--- src/hdl/assert_macros.svh ---
// assertion macros used by the top level
`ifndef ASSERT_MACROS_SVH
`define ASSERT_MACROS_SVH

`ifndef SYNTHESIS

// expression must hold at every clock edge out of reset
`define PTWA_ASSERT_ALWAYS(lbl, clk, rstn, expr) \
    lbl: assert property (@(posedge clk) disable iff (!(rstn)) (expr)) \
        else $error("assertion failed");

// antecedent implies consequent in the same cycle
`define PTWA_ASSERT_IMPL(lbl, clk, rstn, ante, cons) \
    lbl: assert property (@(posedge clk) disable iff (!(rstn)) (ante) |-> (cons)) \
        else $error("assertion failed");

// antecedent implies consequent in the next cycle
`define PTWA_ASSERT_NEXT(lbl, clk, rstn, ante, cons) \
    lbl: assert property (@(posedge clk) disable iff (!(rstn)) (ante) |=> (cons)) \
        else $error("assertion failed");

`else

`define PTWA_ASSERT_ALWAYS(lbl, clk, rstn, expr)
`define PTWA_ASSERT_IMPL(lbl, clk, rstn, ante, cons)
`define PTWA_ASSERT_NEXT(lbl, clk, rstn, ante, cons)

`endif

`endif

--- src/hdl/ptwa_pkg.sv ---
// shared types and constants of the peer table
package ptwa_pkg;

    localparam int SLOTS_DEF  = 8;
    localparam int MAC_W      = 48;
    localparam int TIME_W     = 32;
    localparam int MEDIA_W    = 8;
    localparam int OUT_SLOT_W = 3;

    localparam logic [TIME_W-1:0] MISSING_LIMIT_RST = TIME_W'(5000);
    localparam logic [TIME_W-1:0] REMOVE_LIMIT_RST  = TIME_W'(10000);

    typedef enum logic {
        OP_INFO  = 1'b0,
        OP_SWEEP = 1'b1
    } op_t;

    typedef enum logic [2:0] {
        EV_REFRESHED   = 3'd0,
        EV_RECONNECTED = 3'd1,
        EV_ADDED       = 3'd2,
        EV_FULL        = 3'd3,
        EV_IGNORED     = 3'd4,
        EV_MISSING     = 3'd5,
        EV_REMOVED     = 3'd6,
        EV_DONE        = 3'd7
    } event_t;

    // item walking down the row of cells
    typedef struct packed {
        logic              valid;
        op_t               op;
        logic [TIME_W-1:0] now;
        logic [MAC_W-1:0]  mac;
        logic              free_found;
    } probe_t;

    // result offered to the output register
    typedef struct packed {
        logic                  valid;
        event_t                ev;
        logic [OUT_SLOT_W-1:0] slot;
        logic [MAC_W-1:0]      mac;
        logic                  last;
    } res_t;

    // write of a new peer into a free cell
    typedef struct packed {
        logic              valid;
        logic [MAC_W-1:0]  mac;
        logic [TIME_W-1:0] now;
    } fill_t;

endpackage

--- src/hdl/ptwa_cell.sv ---
// one peer slot of the table, processing the probe that passes through it
module ptwa_cell #(
    parameter int SLOTS = ptwa_pkg::SLOTS_DEF,
    parameter int IDX   = 0
) (
    input  logic                                    aclk,
    input  logic                                    aresetn,
    input  logic [ptwa_pkg::TIME_W-1:0]             missing_limit,
    input  logic [ptwa_pkg::TIME_W-1:0]             remove_limit,
    input  ptwa_pkg::probe_t                        probe_in,
    input  logic [((SLOTS > 1) ? $clog2(SLOTS) : 1)-1:0] free_in,
    output logic                                    take_in,
    output ptwa_pkg::probe_t                        probe_out,
    output logic [((SLOTS > 1) ? $clog2(SLOTS) : 1)-1:0] free_out,
    input  logic                                    take_out,
    input  logic                                    out_free,
    output ptwa_pkg::res_t                          res,
    input  ptwa_pkg::fill_t                         fill,
    input  logic [((SLOTS > 1) ? $clog2(SLOTS) : 1)-1:0] fill_slot
);
    import ptwa_pkg::*;

    localparam int SLOT_W = (SLOTS > 1) ? $clog2(SLOTS) : 1;
    localparam logic [SLOT_W-1:0] MY_IDX = SLOT_W'(IDX);

    logic [MAC_W-1:0]  mac_reg, mac_next;
    logic [TIME_W-1:0] seen_reg, seen_next;
    logic              active_reg, active_next;
    logic              connected_reg, connected_next;
    probe_t            probe_reg, probe_next;
    logic [SLOT_W-1:0] free_reg, free_next;

    logic [TIME_W-1:0]            elapsed;
    logic                         hit;
    logic                         miss;
    logic                         rem;
    logic                         emit;
    logic                         hold;
    logic                         fwd;
    logic                         go;
    logic [SLOT_W+OUT_SLOT_W-1:0] slot_ext;

    assign slot_ext = {{OUT_SLOT_W{1'b0}}, MY_IDX};

    always_comb begin
        mac_next       = mac_reg;
        seen_next      = seen_reg;
        active_next    = active_reg;
        connected_next = connected_reg;
        probe_next     = probe_reg;
        free_next      = free_reg;

        elapsed = probe_in.now - seen_reg;
        hit     = active_reg && (mac_reg == probe_in.mac);
        miss    = connected_reg && (elapsed > missing_limit);
        rem     = elapsed > remove_limit;

        case (probe_in.op)
            OP_INFO: begin
                emit = hit;
                hold = 1'b0;
                fwd  = !hit;
            end
            OP_SWEEP: begin
                emit = active_reg && (miss || rem);
                // both limits passed: missing now, then the probe is held here and removed follows in the same sweep
                hold = active_reg && miss && rem;
                fwd  = 1'b1;
            end
            default: begin
                emit = 1'b0;
                hold = 1'b0;
                fwd  = 1'b1;
            end
        endcase

        go      = probe_in.valid && (!emit || out_free);
        take_in = go && !hold;

        res.valid = probe_in.valid && emit;
        res.slot  = slot_ext[OUT_SLOT_W-1:0];
        res.mac   = mac_reg;
        res.last  = (probe_in.op == OP_INFO);
        if (probe_in.op == OP_INFO) begin
            res.ev = connected_reg ? EV_REFRESHED : EV_RECONNECTED;
        end else begin
            res.ev = miss ? EV_MISSING : EV_REMOVED;
        end

        if (go && emit) begin
            if (probe_in.op == OP_INFO) begin
                seen_next      = probe_in.now;
                connected_next = 1'b1;
            end else if (miss) begin
                connected_next = 1'b0;
            end else begin
                active_next    = 1'b0;
                connected_next = 1'b0;
            end
        end

        if (fill.valid && (fill_slot == MY_IDX)) begin
            mac_next       = fill.mac;
            seen_next      = fill.now;
            active_next    = 1'b1;
            connected_next = 1'b1;
        end

        if (take_in) begin
            probe_next       = probe_in;
            probe_next.valid = fwd;
            free_next        = free_in;
            if (probe_in.op == OP_INFO && !active_reg && !probe_in.free_found) begin
                probe_next.free_found = 1'b1;
                free_next             = MY_IDX;
            end
        end else if (take_out) begin
            probe_next.valid = 1'b0;
        end
    end

    always_ff @(posedge aclk) begin
        if (!aresetn) begin
            active_reg      <= 1'b0;
            connected_reg   <= 1'b0;
            probe_reg.valid <= 1'b0;
        end else begin
            active_reg    <= active_next;
            connected_reg <= connected_next;
            probe_reg     <= probe_next;
        end
    end

    always_ff @(posedge aclk) begin
        mac_reg  <= mac_next;
        seen_reg <= seen_next;
        free_reg <= free_next;
    end

    assign probe_out = probe_reg;
    assign free_out  = free_reg;

endmodule

--- src/hdl/peer_table_with_aging.sv ---
// top level of the peer table with aging
// A table of SLOTS peers keyed by 48-bit mac, built as a row of cells that
// each hold one slot. An accepted item is registered in an entry stage, then
// walks the row from cell to cell and finishes in a tail stage; a sweep is
// held at each slot that is reported both missing and removed, and a stall
// on the output holds an item that has a result to give. An info packet that
// matches a slot ends at that cell. One item is in the row at a time; the
// next beat is taken once the last result of the current one has moved into
// the output register. A short info packet is answered from the entry stage.
// The media index is accepted but not kept, since no result reports it.
// Config registers (missing limit at 0x0, remove limit at 0x4) are to be
// written while the block is idle.
`include "assert_macros.svh"

module peer_table_with_aging #(
    parameter int SLOTS = ptwa_pkg::SLOTS_DEF
) (
    input  logic        aclk,
    input  logic        aresetn,
    // input beat
    input  logic        s_tvalid,
    output logic        s_tready,
    input  logic [87:0] s_tdata,   // now_ms[31:0], src_mac[79:32], media_index[87:80]
    input  logic [1:0]  s_tuser,   // op[0], short_packet[1]
    // result beat
    output logic        m_tvalid,
    input  logic        m_tready,
    output logic [55:0] m_tdata,   // slot[2:0], peer_mac[50:3], zero pad[55:51]
    output logic [2:0]  m_tuser,   // event_res[2:0]
    output logic        m_tlast,
    // config port
    input  logic        psel,
    input  logic        penable,
    input  logic        pwrite,
    input  logic [2:0]  paddr,
    input  logic [31:0] pwdata,
    output logic [31:0] prdata,
    output logic        pready
);
    import ptwa_pkg::*;

    localparam int SLOT_W = (SLOTS > 1) ? $clog2(SLOTS) : 1;

    // config registers
    logic [TIME_W-1:0] missing_reg;
    logic [TIME_W-1:0] remove_reg;
    logic              cfg_wr;

    // entry stage
    probe_t entry_reg, entry_next;
    logic   short_reg, short_next;
    probe_t entry_probe;
    logic   entry_short;
    logic   ign_go;
    logic   accept;

    // row of cells
    probe_t            cell_in    [SLOTS];
    probe_t            cell_out   [SLOTS];
    logic [SLOT_W-1:0] cell_fin   [SLOTS];
    logic [SLOT_W-1:0] cell_fout  [SLOTS];
    logic              cell_take  [SLOTS];
    logic              cell_ntake [SLOTS];
    res_t              cell_res   [SLOTS];

    // tail stage
    probe_t                       tail_probe;
    logic [SLOT_W-1:0]            tail_free;
    logic                         tail_go;
    logic [SLOT_W+OUT_SLOT_W-1:0] tail_slot_ext;
    fill_t                        fill;

    // result selection and output register
    res_t                  sel;
    logic                  out_free;
    logic                  busy;
    logic [SLOTS:0]        probe_vld;
    logic [SLOTS+1:0]      emit_vec;
    logic                  m_tvalid_reg;
    event_t                ev_reg;
    logic [OUT_SLOT_W-1:0] slot_reg;
    logic [MAC_W-1:0]      mac_reg;
    logic                  last_reg;

    // config port: register index is paddr[2]
    assign pready = 1'b1;
    assign cfg_wr = psel && penable && pwrite && pready;
    assign prdata = paddr[2] ? remove_reg : missing_reg;

    always_ff @(posedge aclk) begin
        if (!aresetn) begin
            missing_reg <= MISSING_LIMIT_RST;
            remove_reg  <= REMOVE_LIMIT_RST;
        end else if (cfg_wr) begin
            if (paddr[2]) begin
                remove_reg <= pwdata;
            end else begin
                missing_reg <= pwdata;
            end
        end
    end

    // one item in flight: accept only when the whole row is empty
    always_comb begin
        probe_vld[0] = entry_reg.valid;
        for (int i = 0; i < SLOTS; i++) begin
            probe_vld[i+1] = cell_out[i].valid;
        end
    end

    assign busy     = |probe_vld;
    assign s_tready = !busy;
    assign accept   = s_tvalid && s_tready;
    assign out_free = !m_tvalid_reg || m_tready;

    // entry stage: short info packets answered here, the rest go to the row
    assign entry_short = entry_reg.valid && (entry_reg.op == OP_INFO) && short_reg;
    assign ign_go      = entry_short && out_free;

    always_comb begin
        entry_probe       = entry_reg;
        entry_probe.valid = entry_reg.valid && !entry_short;
    end

    always_comb begin
        entry_next = entry_reg;
        short_next = short_reg;
        if (ign_go || cell_take[0]) begin
            entry_next.valid = 1'b0;
        end
        if (accept) begin
            entry_next.valid      = 1'b1;
            entry_next.op         = op_t'(s_tuser[0]);
            entry_next.now        = s_tdata[31:0];
            entry_next.mac        = s_tdata[79:32];
            entry_next.free_found = 1'b0;
            short_next            = s_tuser[1];
        end
    end

    always_ff @(posedge aclk) begin
        if (!aresetn) begin
            entry_reg.valid <= 1'b0;
        end else begin
            entry_reg <= entry_next;
        end
    end

    always_ff @(posedge aclk) begin
        short_reg <= short_next;
    end

    // the row: each cell hands the probe to its right neighbor
    for (genvar gi = 0; gi < SLOTS; gi++) begin : g_cell
        if (gi == 0) begin : g_head
            assign cell_in[gi]  = entry_probe;
            assign cell_fin[gi] = '0;
        end else begin : g_body
            assign cell_in[gi]  = cell_out[gi-1];
            assign cell_fin[gi] = cell_fout[gi-1];
        end

        if (gi == SLOTS - 1) begin : g_last
            assign cell_ntake[gi] = tail_go;
        end else begin : g_mid
            assign cell_ntake[gi] = cell_take[gi+1];
        end

        ptwa_cell #(
            .SLOTS (SLOTS),
            .IDX   (gi)
        ) u_cell (
            .aclk          (aclk),
            .aresetn       (aresetn),
            .missing_limit (missing_reg),
            .remove_limit  (remove_reg),
            .probe_in      (cell_in[gi]),
            .free_in       (cell_fin[gi]),
            .take_in       (cell_take[gi]),
            .probe_out     (cell_out[gi]),
            .free_out      (cell_fout[gi]),
            .take_out      (cell_ntake[gi]),
            .out_free      (out_free),
            .res           (cell_res[gi]),
            .fill          (fill),
            .fill_slot     (tail_free)
        );
    end

    // tail: info packet with no match adds or reports full, sweep ends done
    assign tail_probe    = cell_out[SLOTS-1];
    assign tail_free     = cell_fout[SLOTS-1];
    assign tail_go       = tail_probe.valid && out_free;
    assign tail_slot_ext = {{OUT_SLOT_W{1'b0}}, tail_free};

    always_comb begin
        fill.valid = tail_go && (tail_probe.op == OP_INFO) && tail_probe.free_found;
        fill.mac   = tail_probe.mac;
        fill.now   = tail_probe.now;
    end

    // at most one emitter at a time, so a plain priority pick is enough
    always_comb begin
        sel = '0;
        emit_vec[0] = entry_short;
        if (entry_short) begin
            sel.valid = 1'b1;
            sel.ev    = EV_IGNORED;
            sel.last  = 1'b1;
        end
        for (int i = 0; i < SLOTS; i++) begin
            emit_vec[i+1] = cell_res[i].valid;
            if (cell_res[i].valid) begin
                sel = cell_res[i];
            end
        end
        emit_vec[SLOTS+1] = tail_probe.valid;
        if (tail_probe.valid) begin
            sel.valid = 1'b1;
            sel.last  = 1'b1;
            sel.slot  = '0;
            sel.mac   = '0;
            if (tail_probe.op == OP_INFO) begin
                sel.mac = tail_probe.mac;
                if (tail_probe.free_found) begin
                    sel.ev   = EV_ADDED;
                    sel.slot = tail_slot_ext[OUT_SLOT_W-1:0];
                end else begin
                    sel.ev = EV_FULL;
                end
            end else begin
                sel.ev = EV_DONE;
            end
        end
    end

    // output register parts the row from the result channel
    always_ff @(posedge aclk) begin
        if (!aresetn) begin
            m_tvalid_reg <= 1'b0;
        end else if (out_free) begin
            m_tvalid_reg <= sel.valid;
        end
    end

    always_ff @(posedge aclk) begin
        if (out_free && sel.valid) begin
            ev_reg   <= sel.ev;
            slot_reg <= sel.slot;
            mac_reg  <= sel.mac;
            last_reg <= sel.last;
        end
    end

    assign m_tvalid = m_tvalid_reg;
    assign m_tdata  = {{(56 - MAC_W - OUT_SLOT_W){1'b0}}, mac_reg, slot_reg};
    assign m_tuser  = ev_reg;
    assign m_tlast  = last_reg;

    // only one stage of the row ever holds the item
    `PTWA_ASSERT_ALWAYS(a_one_probe, aclk, aresetn, $onehot0(probe_vld))
    // never two result sources in the same cycle
    `PTWA_ASSERT_ALWAYS(a_one_emitter, aclk, aresetn, $onehot0(emit_vec))
    // an accepted beat closes the input until its work is through
    `PTWA_ASSERT_NEXT(a_accept_blocks, aclk, aresetn, accept, !s_tready && entry_reg.valid)

endmodule
--- config.mk ---
export PLATFORM = sky130hd
export DESIGN_NAME = peer_table_with_aging
export DESIGN_NICKNAME = d
export VERILOG_FILES = /design/src/hdl/ptwa_pkg.sv /design/src/hdl/ptwa_cell.sv /design/src/hdl/peer_table_with_aging.sv
export VERILOG_INCLUDE_DIRS = /design/src /design/src/hdl
export SDC_FILE = /design/constraint.sdc
export NUM_CORES = 2
export LEC_CHECK = 0
export ABC_AREA = 1
export BUFFER_PORTS_ARGS = -buffer_cell sky130_fd_sc_hd__buf_2
export CORE_MARGIN = 2
export CORE_UTILIZATION = 60
export CTS_BUF_LIST = sky130_fd_sc_hd__clkbuf_8
export CTS_CLUSTER_SIZE = 24
export DETAILED_ROUTE_END_ITERATION = 10
export PLACE_DENSITY = 0.75
export SYNTH_ARGS = -nofsm -noshare
export SYNTH_HDL_FRONTEND = slang
export SYNTH_SLANG_ARGS = --single-unit
--- constraint.sdc ---
create_clock -name aclk -period 14.7 [get_ports aclk]
set_input_delay 0.735 -clock aclk [delete_from_list [all_inputs] [get_ports aclk]]
set_output_delay 0.735 -clock aclk [all_outputs]
set_load 0.01 [all_outputs]
**Word level (Yosys, flattened, before mapping)**

Index checks and enable logic that the tools add are counted.
W data, S select, Z words.

- Bits in registers: 1,540
- Output and inout bits: 95
- Word-level logic and storage cells: 538

- $add $sub $neg: 8
- Order comparisons: 16
- Equal/unequal tests: 31
- Muxes and demuxes: 162
- Bitwise operators: 10
- Reductions and logical operators: 220

Operator list:

| kind | number |
|---|---|
| $mux W32 | 25 |
| $gt A32 B32 Y1 | 16 |
| $mux W56 | 9 |
| $eq A48 B48 Y1 | 8 |
| $sub A32 B32 Y32 | 8 |
| $logic_and A1 B1 Y1 | 106 |
| $mux W1 | 83 |
| $mux W83 | 1 |
| $mux W51 | 1 |
| $reduce_bool A2 Y1 | 25 |
| $pmux W1 S2 | 24 |
| $logic_not A1 Y1 | 42 |
| $reduce_and A2 Y1 | 19 |
| $mux W3 | 10 |
| $reduce_and A3 Y1 | 8 |
| $logic_or A1 B1 Y1 | 18 |
| $mux W2 | 8 |
| $ne A2 B1 Y1 const B | 8 |
| $ne A2 B2 Y1 const B | 8 |
| $eq A3 B3 Y1 const B | 4 |
| $not A1 Y1 | 10 |
| $reduce_or A9 Y1 | 1 |
| $eq A3 B2 Y1 const B | 2 |
| $mux W4 | 1 |
| other kinds (2) | 2 |

**Depth between registers and ports, before layout**

- Word-level depth: 17
- Depth in mapped cells: 43

**By module**

Synthesis repeated with hierarchy kept, for this count alone.

- Cells, all modules: 10,406
- Area total of the unflattened synthesis: 93,213.1 um2

By module, submodules not included:

| module | times used | cells each | area an instance (um2) | sequential area each (um2) |
|---|---|---|---|---|
| ptwa_cell (g_cell[5].u_cell ...) | 2 | 1,158 | 10,460.0 | 5,014.8 |
| peer_table_with_aging | 1 | 1,420 | 10,923.0 | 5,435.2 |
| ptwa_cell (g_cell[0].u_cell) | 1 | 1,137 | 10,287.4 | 5,014.8 |
| ptwa_cell (g_cell[1].u_cell) | 1 | 1,143 | 10,268.6 | 5,014.8 |
| ptwa_cell (g_cell[7].u_cell) | 1 | 1,107 | 10,213.5 | 5,014.8 |
| ptwa_cell (g_cell[2].u_cell) | 1 | 1,095 | 10,202.3 | 5,014.8 |
| ptwa_cell (g_cell[3].u_cell) | 1 | 1,094 | 10,201.0 | 5,014.8 |
| ptwa_cell (g_cell[4].u_cell) | 1 | 1,094 | 10,197.3 | 5,014.8 |

**Worst setup path before layout**

No wires, ideal clock.

- Kind: register to register
- Start: reg g_cell[2].u_cell.probe_reg (netlist bit g_cell[2].u_cell.probe_out[49])
- End: reg g_cell[3].u_cell.probe_reg (netlist bit g_cell[3].u_cell.probe_out[0]), enable pin
- Arrival: 7,372 ps
- Data required time: 14,177 ps
- Setup slack: 6,806 ps
- Stages on the path, launching flop included: 31
- Path buffers: 1
- Clock period less this slack: 7,894 ps
- Path through: edfxtp_1 inv_1 ha_1 inv_1 fa_1 nand3_1 nand2_1 nand2_1 o211ai_1 a21boi_2 o21ai_2 a21oi_1 o21ai_2 nand2_1 o21ai_2 nand2_1 nand2_1 xor2_1 ha_1 nand2_1 inv_1 nand4_1 nor3b_2 a21oi_1 nand3_2 nand3_4 buf_2 nand2_1 nand2_1 or2_2 nor2_1

- Word-level cells in the longest chain between the ends: 11
- Elaborated cells on any way between the ends: 16
- Those cells by class: add/sub: 1; order compare: 2; mux: 2; reduce/logical: 11

Ends and longest elaborated chain:

| what | line | source |
|---|---|---|
| start: declaration | ptwa_cell.sv:30 | `probe_t probe_reg, probe_next;` |
| start signal: assignment | ptwa_cell.sv:130 | `probe_reg <= probe_next;` |
| $sub A32 B32 Y32 (*) | ptwa_cell.sv:53 | `elapsed = probe_in.now - seen_reg;` |
| $gt A32 B32 Y1 | ptwa_cell.sv:55 | `miss = connected_reg && (elapsed > missing_limit);` |
| $logic_and A1 B1 Y1 | ptwa_cell.sv:55 |  |
| $logic_or A1 B1 Y1 | ptwa_cell.sv:65 | `emit = active_reg && (miss \|\| rem);` |
| $logic_and A1 B1 Y1 | ptwa_cell.sv:65 |  |
| $pmux W1 S2 | ptwa_cell.sv:58 | `case (probe_in.op)` |
| $logic_not A1 Y1 | ptwa_cell.sv:77 | `go = probe_in.valid && (!emit \|\| out_free);` |
| $logic_or A1 B1 Y1 | ptwa_cell.sv:77 |  |
| $logic_and A1 B1 Y1 | ptwa_cell.sv:77 |  |
| $logic_and A1 B1 Y1 (*) | ptwa_cell.sv:78 | `take_in = go && !hold;` |
| $reduce_and A2 Y1 (no line) (*) | n/a |  |
| end signal: assignment | ptwa_cell.sv:130 |  |
| end: declaration | ptwa_cell.sv:30 |  |

Mark *: on every way between the ends. The rest lies on a longest branch, timed or not.
A chain may end at the register's enable or synchronous reset.

**Worst setup path in the final report**

- Start: reg g_cell[3].u_cell.probe_reg (netlist bit g_cell[3].u_cell.probe_out[49])
- End: reg g_cell[4].u_cell.probe_reg (netlist bit g_cell[4].u_cell.probe_out[5]), enable pin

- Word-level cells in the longest chain between the ends: 11
- Elaborated cells on any way between the ends: 16
- Those cells by class: add/sub: 1; order compare: 2; mux: 2; reduce/logical: 11

Ends and longest elaborated chain:

| what | line |
|---|---|
| $sub A32 B32 Y32 (*) | ptwa_cell.sv:53 |
| $gt A32 B32 Y1 | ptwa_cell.sv:55 |
| $logic_and A1 B1 Y1 | ptwa_cell.sv:55 |
| $logic_or A1 B1 Y1 | ptwa_cell.sv:65 |
| $logic_and A1 B1 Y1 | ptwa_cell.sv:65 |
| $pmux W1 S2 | ptwa_cell.sv:58 |
| $logic_not A1 Y1 | ptwa_cell.sv:77 |
| $logic_or A1 B1 Y1 | ptwa_cell.sv:77 |
| $logic_and A1 B1 Y1 | ptwa_cell.sv:77 |
| $logic_and A1 B1 Y1 (*) | ptwa_cell.sv:78 |
| $reduce_and A2 Y1 (no line) (*) | n/a |
| end signal: assignment | ptwa_cell.sv:130 |
| end: declaration | ptwa_cell.sv:30 |

Marks and branches as above.

==> results_dict.tcl <==
set metrics [dict create \
    worst_path_largest_cell_delay_ps 1010 \
    hold_path.class "input pin to flop" \
    worstMarginPinSlew_ps 1295 \
    cts.sinks 1540 \
    insertion_delay_ps 1040 \
    outcome "complete, no violations" \
    drive_gt1_share_pct 8.306 \
    fp.dieH_um 381.0 \
    cts_inserted_buffers 277 \
    rsz0062_at_grt "no" \
    cts_htree_levels 5 \
    synth_compound_area_share_pct 10.71 \
    cp-end-kind "flop" \
    setup_viol 0 \
    initial_core_util_pct 60.32 \
    core_area_um2 141400 \
    cts_root_buffer "clkbuf_8" \
    post-route-drc-count 0 \
    yosysTopAreaCell "edfxtp_1" \
    die_area_um2 145200 \
    antenna_found_initial 13 \
    r2r_slack_ps 6740 \
    crit_top_cell "nand2_1" \
    skew_ps 93.17 \
    setup.worst_path.start_class "flop" \
    synth_fa_ha_area_share_pct 11.34 \
    worstRegToRegCells 29 \
    cts_setup_buffers 0 \
    hold_slack_ps 57.21 \
    synth_area_leaders "edfxtp_1, ha_1, nand2_1, inv_1, a21oi_1" \
    cp_max_fo 51 \
    ys_seq_area_share_pct 53.16 \
    yosys_warnings 0 \
    p_leak_nw 40.08 \
    synthFlopType "edfxtp_1" \
    routed_wirelength_mm 269.6 \
    antenna_left 0 \
    rows 138 \
    post-route-min-period_ps 7961 \
    first_iter_violations 6456 \
    register_area_um2 45340 \
    synth-edff-count 1450 \
    power.density_nw_per_um2 119.6 \
    async_reset_ff_share_pct 0 \
    post-route-period-util_pct 54.16 \
    synth_top_family_by_area "simple AND/OR/NAND/NOR gates" \
    synth_top_area_share_pct 51.05 \
    finish.utilization_pct 66.62 \
    synth.area.mux_share_pct 0.04694 \
    clockBufferDepth 4 \
    io_pins 227 \
    gp_congestion 1.015 \
    dp_hpwl_mm 200.6 \
    peakVddDrop_uv 102.8 \
    port_buffers 210 \
    tns_ps 0 \
    clock.fmax_ghz 0.1256 \
    synth_area_um2 85300 \
    synth_most_common_cell "nand2_1" \
    critPathArrivalTime_ps 8580 \
    slew_viol_final 0 \
    slowest_stage "nor2_4" \
    synth-seq-cells 1540 \
    slew_headroom_pct 12.89 \
    netlist_instances 8643 \
    synthTopCellsByCount "nand2_1, edfxtp_1, inv_1" \
    drt_first_pass_iters 6 \
    largest_register_ffs 664 \
    hold_depth 3 \
    max_cap_violations 0 \
    fin_nets 10010 \
    grt_pass1_vias 65591 \
    area_growth_pct 10.45 \
    grtUsageTotal_pct 36.54 \
    syn_avg_cell_area_um2 9.869 \
    clk_pin_slew_ps 70 \
    synthXorXnorAreaFrac_pct 4.272 \
    finalHoldViolations 0 \
    gr-total-overflow 0 \
    num_vias 66281 \
    crit_type "flop to flop" \
    cp.required_ps 15320 \
    num-fill-cells 10984 \
    multi_input_area_um2 35490 \
    die_w_um 381.0 \
    grt_start_max_net_pins 72 \
    cts_tree "built" \
    synthSimpleGateAreaFrac_pct 14.98 \
    grt_pass1_wl_mm 391.5 \
    wl_per_cell_um 24.09 \
    via_per_inst 5.923 \
    yosys.cell_types.count 71 \
]
==> metal layers <==
layer,share of wire [%],routed length [µm],GRT usage [%],vias up
li1,-,-,-,30838
met1,36,96280,42.72,31242
met2,48,128900,61.44,3263
met3,8.1,21950,5.198,936
met4,8.3,22470,27.10,2
met5,0.0067,18,0,-
==> cell usage in the layout, fill, tap and decap left out, drive strengths merged, types with 38 or more instances in the layout <==
cell | netlist | final
o21a | 39 | 39
a31oi | 42 | 42
nor2 | 596 | 596
clkinv | 3 | 82
o21ai | 674 | 674
xor2 | 258 | 258
edfxtp | 1450 | 1450
dfxtp | 90 | 90
o22ai | 38 | 38
inv | 1007 | 1091
a21oi | 710 | 710
ha | 760 | 760
buf | 86 | 273
nand2 | 1860 | 1860
nor3 | 96 | 96
nand3 | 296 | 296
clkbuf | 91 | 293
dlygate4sd3 | 0 | 87
or2 | 55 | 55
xnor2 | 158 | 158
nand4 | 80 | 80
==> worst paths after layout <==
path,start,endpoint
max,g_cell[3].u_cell.probe_out[49]$_DFFE_PP_,g_cell[4].u_cell.probe_out[5]$_DFFE_PP_
min,pwdata[24],missing_reg[24]$_SDFFE_PN0P_
max reg2reg,g_cell[3].u_cell.probe_out[49]$_DFFE_PP_,g_cell[4].u_cell.probe_out[5]$_DFFE_PP_
min reg2reg,g_cell[3].u_cell.probe_out[19]$_DFFE_PP_,g_cell[4].u_cell.probe_out[19]$_DFFE_PP_
==> cell type report <==
class / count / share of cell area [%]
Inverter: 1010 / 4.029
Antenna cell: 6 / 0.01594
Multi-Input combinational cell: 5920 / 37.67
Tap cell: 1890 / 2.510
Clock inverter: 171 / 0.8314
Clock buffer: 292 / 4.266
Sequential cell: 1540 / 48.13
Timing Repair Buffer: 361 / 2.550
==> cell families after synthesis <==
| family | after synthesis |
|---|---|
| other | 2 |
| buffers and inverters | 1187 |
| XOR/XNOR | 416 |
| flip-flops | 1540 |
| AO/OA/AOI/OAI | 1669 |
| adder cells (fa/ha/maj) | 768 |
| multiplexers | 4 |
| AND/OR/NAND/NOR | 3057 |
==> report_power, final <==
part	leakage, nW	switching, mW	total (mW)	internal [mW]
Clock	2.77	1.81	3.69	1.88
Combinational	23.5	1.45	2.17	0.728
Sequential	13.8	0.216	5.40	5.19
==> critical path, delay by kind of cell, from the launching register on <==
kind / cells / cell delay [ps]
adder cells (fa/ha/maj): 3 / 840
buffers and inverters: 4 / 1000
AO/OA/AOI/OAI: 9 / 2340
flip-flops: 1 / 410
XOR/XNOR: 1 / 180
AND/OR/NAND/NOR: 12 / 2680
==> per-stage QoR <==
stage	instance area (µm²)	setup WS (ps)	total power, mW	instances
after floorplan	85310	6806	6.838	8647
after global placement	88510	7150	7.490	10633
after detailed placement	88510	6978	7.587	10633
after CTS	94190	6967	11.23	11183
after global routing	94210	6654	11.71	11188
final	94210	6739	11.26	11190
==> what timing repair did <==
action | 4_1_cts | 5_1_grt
hold buffers | 87 | 0
gates resized for setup | 0 | 0
hold endpoints to repair | 91 | 0
Power figures use the tool's default switching activity.
